===== config.mk =====
export PLATFORM = sky130hd
export DESIGN_NAME = cmmpq_ctrl
export DESIGN_NICKNAME = d
export VERILOG_FILES = /design/src/hdl/assert_macros.svh /design/src/hdl/cmmpq_pkg.sv /design/src/hdl/cmmpq_ctrl.sv
export SDC_FILE = /design/constraint.sdc
export NUM_CORES = 1
export LEC_CHECK = 0
export BUFFER_PORTS_ARGS = -buffer_cell sky130_fd_sc_hd__buf_2
export CAP_MARGIN = 15
export CORE_AREA = 2 2 39 41
export CTS_CLUSTER_SIZE = 24
export DETAILED_ROUTE_END_ITERATION = 10
export DIE_AREA = 0 0 41 43
export PLACE_DENSITY_LB_ADDON = 0.3
export SYNTH_ARGS = -nofsm -noshare
export SYNTH_HDL_FRONTEND = slang
export SYNTH_SLANG_ARGS = --single-unit

===== constraint.sdc =====
create_clock -name clock -period 1.3 [get_ports clock]
set_input_delay 0.065 -clock clock [delete_from_list [all_inputs] [get_ports clock]]
set_output_delay 0.065 -clock clock [all_outputs]
set_load 0.05 [all_outputs]

===== src/hdl/assert_macros.svh =====
// assertion macros used by the top-level rtl file
`ifndef ASSERT_MACROS_SVH
`define ASSERT_MACROS_SVH

// same-cycle implication
`define ASSERT_IMPL(label, clk, rst, ante, cons) \
   label: assert property (@(posedge clk) disable iff (rst) (ante) |-> (cons)) \
      else $error("assertion failed");

// next-cycle implication, consequent may start with a delay
`define ASSERT_NEXT(label, clk, rst, ante, cons) \
   label: assert property (@(posedge clk) disable iff (rst) (ante) |=> cons) \
      else $error("assertion failed");

`endif


===== src/hdl/cmmpq_pkg.sv =====
// shared types and constants of the counting min-max priority queue
`default_nettype none
package cmmpq_pkg;

   localparam int KEY_WIDTH = 10;
   localparam int DEF_KEY_RANGE = 1024;
   localparam int DEF_COUNT_WIDTH = 16;

   localparam logic OP_INSERT = 1'b0;
   localparam logic OP_REMOVE = 1'b1;

   // controller to datapath
   typedef struct packed {
      logic start_ins;
      logic start_rem;
      logic give_empty;
      logic ins_upd;
      logic rem_upd;
      logic rem_scan;
      logic rem_row;
   } cmd_type;

   // datapath to controller
   typedef struct packed {
      logic empty;
      logic out_free;
      logic count_zero;
      logic row_hit;
      logic next_row;
   } sts_type;

endpackage
`default_nettype wire


===== src/hdl/cmmpq_ctrl.sv =====
// sequencing state machine of the priority queue
`default_nettype none
module cmmpq_ctrl (
   input  wire logic               clock,
   input  wire logic               reset,
   input  wire logic               req_valid,
   input  wire logic               req_operation,
   input  wire cmmpq_pkg::sts_type sts,
   output logic                    req_stall,
   output cmmpq_pkg::cmd_type      cmd
);
   import cmmpq_pkg::*;

   typedef enum logic [2:0] {
      IDLE,
      INS_UPD,
      REM_UPD,
      REM_SCAN,
      REM_ROW
   } state_type;

   state_type state_ff, state_in;
   logic      accept;

   // a remove needs a free result slot, an insert does not
   assign req_stall = (state_ff != IDLE) || ((req_operation == OP_REMOVE) && !sts.out_free);
   assign accept    = req_valid && !req_stall;

   always_comb begin
      cmd            = '0;
      state_in       = state_ff;
      unique case (state_ff)
         IDLE: begin
            if (accept && (req_operation == OP_INSERT)) begin
               cmd.start_ins = 1'b1;
               state_in      = INS_UPD;
            end else if (accept && sts.empty) begin
               cmd.give_empty = 1'b1;
            end else if (accept) begin
               cmd.start_rem = 1'b1;
               state_in      = REM_UPD;
            end
         end
         INS_UPD: begin
            cmd.ins_upd = 1'b1;
            state_in    = IDLE;
         end
         REM_UPD: begin
            cmd.rem_upd = 1'b1;
            state_in    = sts.count_zero ? REM_SCAN : IDLE;
         end
         REM_SCAN: begin
            cmd.rem_scan = 1'b1;
            state_in     = (!sts.row_hit && sts.next_row) ? REM_ROW : IDLE;
         end
         REM_ROW: begin
            cmd.rem_row = 1'b1;
            state_in    = IDLE;
         end
         default: begin
            state_in = IDLE;
         end
      endcase
   end

   always_ff @(posedge clock) begin
      if (reset) begin
         state_ff <= IDLE;
      end else begin
         state_ff <= state_in;
      end
   end

endmodule
`default_nettype wire


==> parameters.txt <==
Parameter                              Value

Yosys
  Synth unique cells ... 15
  Synth area leader ... dfxtp_1
  Adder-cell share of the synthesized area ... 0%
  Netlist Area Pre-Place ... a little under 200 um2
  Compound-Gate Fraction of Synth Area ... 13.9%
  Area share of and/or/nand/nor cells after synthesis ... 53.8%
  Post-synthesis instance total ... 23
  Share of the synthesized area in the top cell type ... 30.4%
  Synth Register Bits ... 3
  Main combinational cell family by area after synthesis ... simple AND/OR/NAND/NOR gates
  Synthesized-area fraction occupied by xor and xnor cells ... 0%
  Net Count, Synth ... 32
  Leading cell types by total area after synthesis ... dfxtp_1, nor3b_1, o32ai_2, or4b_4, or2_2
  Syn_area_per_cell ... about 8.6 um2
  Sequential element share of the synthesized area ... 30.4%
  Multiplexer share of the synthesized area ... 0%
  Count of warnings emitted by yosys ... 0

Routing
  Iteration-0 DRC Markers ... 3
  Remaining antenna violation count after routing ... 0
  DR pass1 iterations ... 2
  Post-DR vias/cell ... between 4 and 5
  Residual DRC ... 0
  Vias ... 267
  Drt total wl ... 610 um
  Detailed-route wire length per cell ... ~9.5 um

Layout
  Most frequent cells in the layout ... buf_2, buf_4
  Largest register by flop count ... state_ff
  Leading cell type in the layout, fill and taps excluded ... buf_2
  Final net count ... 58
  Filler-free cell count of the finished design ... 64
  Area used by sequential logic in the layout ... 60.1 um2
  Synthesis-to-layout area growth ... 113%
  Flip-flop count of the largest register, all copies and words added ... 3
  Layout fillers ... 149
  Fraction of final layout cells sized beyond drive strength 1 ... approximately 69%
  Antenna diode count ... 0
  Largest registers ... state_ff x3
  Utilization after layout ... 30.5%
  Multi-input gate area ... 165 um2

Timing
  Maximum clock frequency ... around 0.64 GHz
  Maximum clock skew at final layout ... 0.000746 ns
  Number of max-slew violations in the final report ... 0
  Count of final hold-check violations ... 0
  Setup repair after global routing missed its margin ... yes
  Count of endpoints failing setup in the final report ... 5
  Crit path time final ... around 1.6 ns
  Post-route fraction of the period consumed by the critical path ... 120%
  Worst max-slew margin expressed relative to the limit ... 83.6%
  Actual slew at the worst max-slew pin ... 0.248 ns
  Worst-case setup margin in the final layout ... -0.255 ns

Critical path
  Worst reg2reg endpoint ... state_ff[1]
  Critical path launch point ... state_ff[1]
  Critical Path RT ... between 1 and 1.5 ns
  Critical path start-end classification ... reg2out
  Peak fanout along the critical path ... 4
  Logic depth of the worst register-to-register path ... 4
  Arrival time of data at the critical path endpoint ... 1.49 ns
  Critical Path, Cell by Cell ... or4b_4, nor3_4, buf_6
  Endpoint kind of the worst setup timing path ... output pin
  R2r startpoint ... state_ff[1]
  Destination of the critical timing path ... cmd[5]
  Cell class contributing the biggest share of worst-path delay ... simple AND/OR/NAND/NOR gates
  Number of cells on the critical path ... 3
  Delay of the slowest critical-path stage ... 0.60 ns
  Buffer and inverter count on the worst path ... 1
  Slowest CP cell ... or4b_4
  Type of element launching the critical path ... register
  Reg2reg setup slack ... -0.18 ns

Clock tree
  Skew-Pair Late Insertion Delay ... between 0.2 and 0.25 ns
  Num Clock Sinks ... 3
  Clk Tree Root Cell ... clkbuf_4
  TritonCTS clock tree ... built
  Clock transition at the registers of the reported paths ... 0.04 ns
  Inserted Clock Buffers ... 3
  Maximum count of clock buffers along a single path ... 2
  Total number of H-tree levels ... 1
  CTS Hold Bufs ... 0

Placement
  Setup slack at placement ... -0.0908 ns
  Number of cells in the design after placement ... between 50 and 60
  GP Congestion ... around 0.67
  Port bufs ... 16
  Placed wire-length estimate ... 457 um

Die
  Die Span X ... approximately 41 um
  Die span in y ... around 43 um
  Die footprint ... 0.00176 mm2
  Num rows ... 14
  Initial Util ... 14.3%
  Io pins ... 17
  Area of the core ... 0.00138 mm2

Global route
  Met3 track demand over resource ... approximately 4.7%
  Via count of the first global-routing pass ... 242
  Number of antenna violations at the first check in global routing ... 0
  Pin count of the biggest net entering global routing ... 7
  Met2 track demand over resource ... 10.9%
  Met1 layer usage reported by global route ... 6.77%
  GR Util All Layers ... 8.34%
  First-pass GRT wire length ... 848 um
  Busiest layer in global routing ... met4
  Overall overflow remaining after global route ... 0

Status
  Status ... complete, but fails checks
  Failing checks ... negative setup slack

Power and ir drop
  Part of the power in combinational logic ... 29.9%
  Leakage power ... between 0.2 and 0.25 nW
  Clock share of power ... 44.0%
  VDD IR max ... 0.238 mV
  Power Density ... 873 mW/mm2
  Total power of the final layout ... 368 uW
  Internal portion of total power ... 256 uW
  Flop pwr share ... 26.0%
  Switching Fraction ... between 30% and 40%
  Switching power summed over all nets ... about 110 uW

Min path
  Tightest Hold Check Type ... in2reg

Job
  Max-cap viol count ... 0
## how the worst min path moves through the flow
stage,start,endpoint,slack (ns),depth (start not counted)
after floorplan,reset,state_ff[1],0.16,1
after global placement,sts[0],state_ff[2],0.30,2
after detailed placement,sts[0],state_ff[2],0.30,2
after CTS,sts[0],state_ff[2],0.06,2
after global routing,sts[0],state_ff[2],0.05,2
final,sts[0],state_ff[2],0.06,2
## logic make-up after synthesis
group           count (synthesis)
flops                           3
simple gates                   16
compound gates                  3
buf+inv                         1
## per-stage QoR
step	TNS (ns)	hold WS, ns	area [um2]
after floorplan	-1.15	0.158	224
after global placement	-0.180	0.296	354
after detailed placement	-0.179	0.302	354
after CTS	-0.849	0.0554	410
after global routing	-1.00	0.0475	422
final	-0.793	0.0622	422
## synth_stat cells
cell type and n:
o22ai_1 1, or2_2 2, inv_1 1, and3b_2 1, nor2_1 3, nand3_1 1
nand2_1 1, or4b_4 1, o32ai_2 1, dfxtp_1 3, nor3_1 2, and3_1 1
o21ai_0 1, or4bb_1 1, nor3b_1 3
## routing by layer
| layer | routed length [um] | vias to the layer above |
|---|---|---|
| met5 | 0 | - |
| met2 | 338 | 7 |
| met4 | 14 | 0 |
| met3 | 18 | 2 |
| met1 | 239 | 121 |
| li1 | - | 137 |
## final cells by class
class                   count  share of cell area [%]
clock buffers               4                    6.23
inverters                   1                   0.890
multi-input cells          19                    39.2
flip-flops and latches      3                    14.2
well taps                  16                    4.75
repair buffers             21                    34.7
## what timing repair did
item	4_1_cts	5_1_grt
resized for setup	7	4
endpoints found under the setup margin	4	6
pin swaps	1	2
setup buffers	1	0
## power groups by stage
stage / Sequential [mW] / Clock (mW) / Combinational, mW
after floorplan: 0.0988 / 0 / 0.0603
after global placement: 0.0973 / 0 / 0.0973
after detailed placement: 0.0973 / 0 / 0.0967
after CTS: 0.0959 / 0.173 / 0.108
after global routing: 0.0959 / 0.186 / 0.117
final: 0.0959 / 0.162 / 0.110
Note: power is estimated with default switching activity, not from simulation.
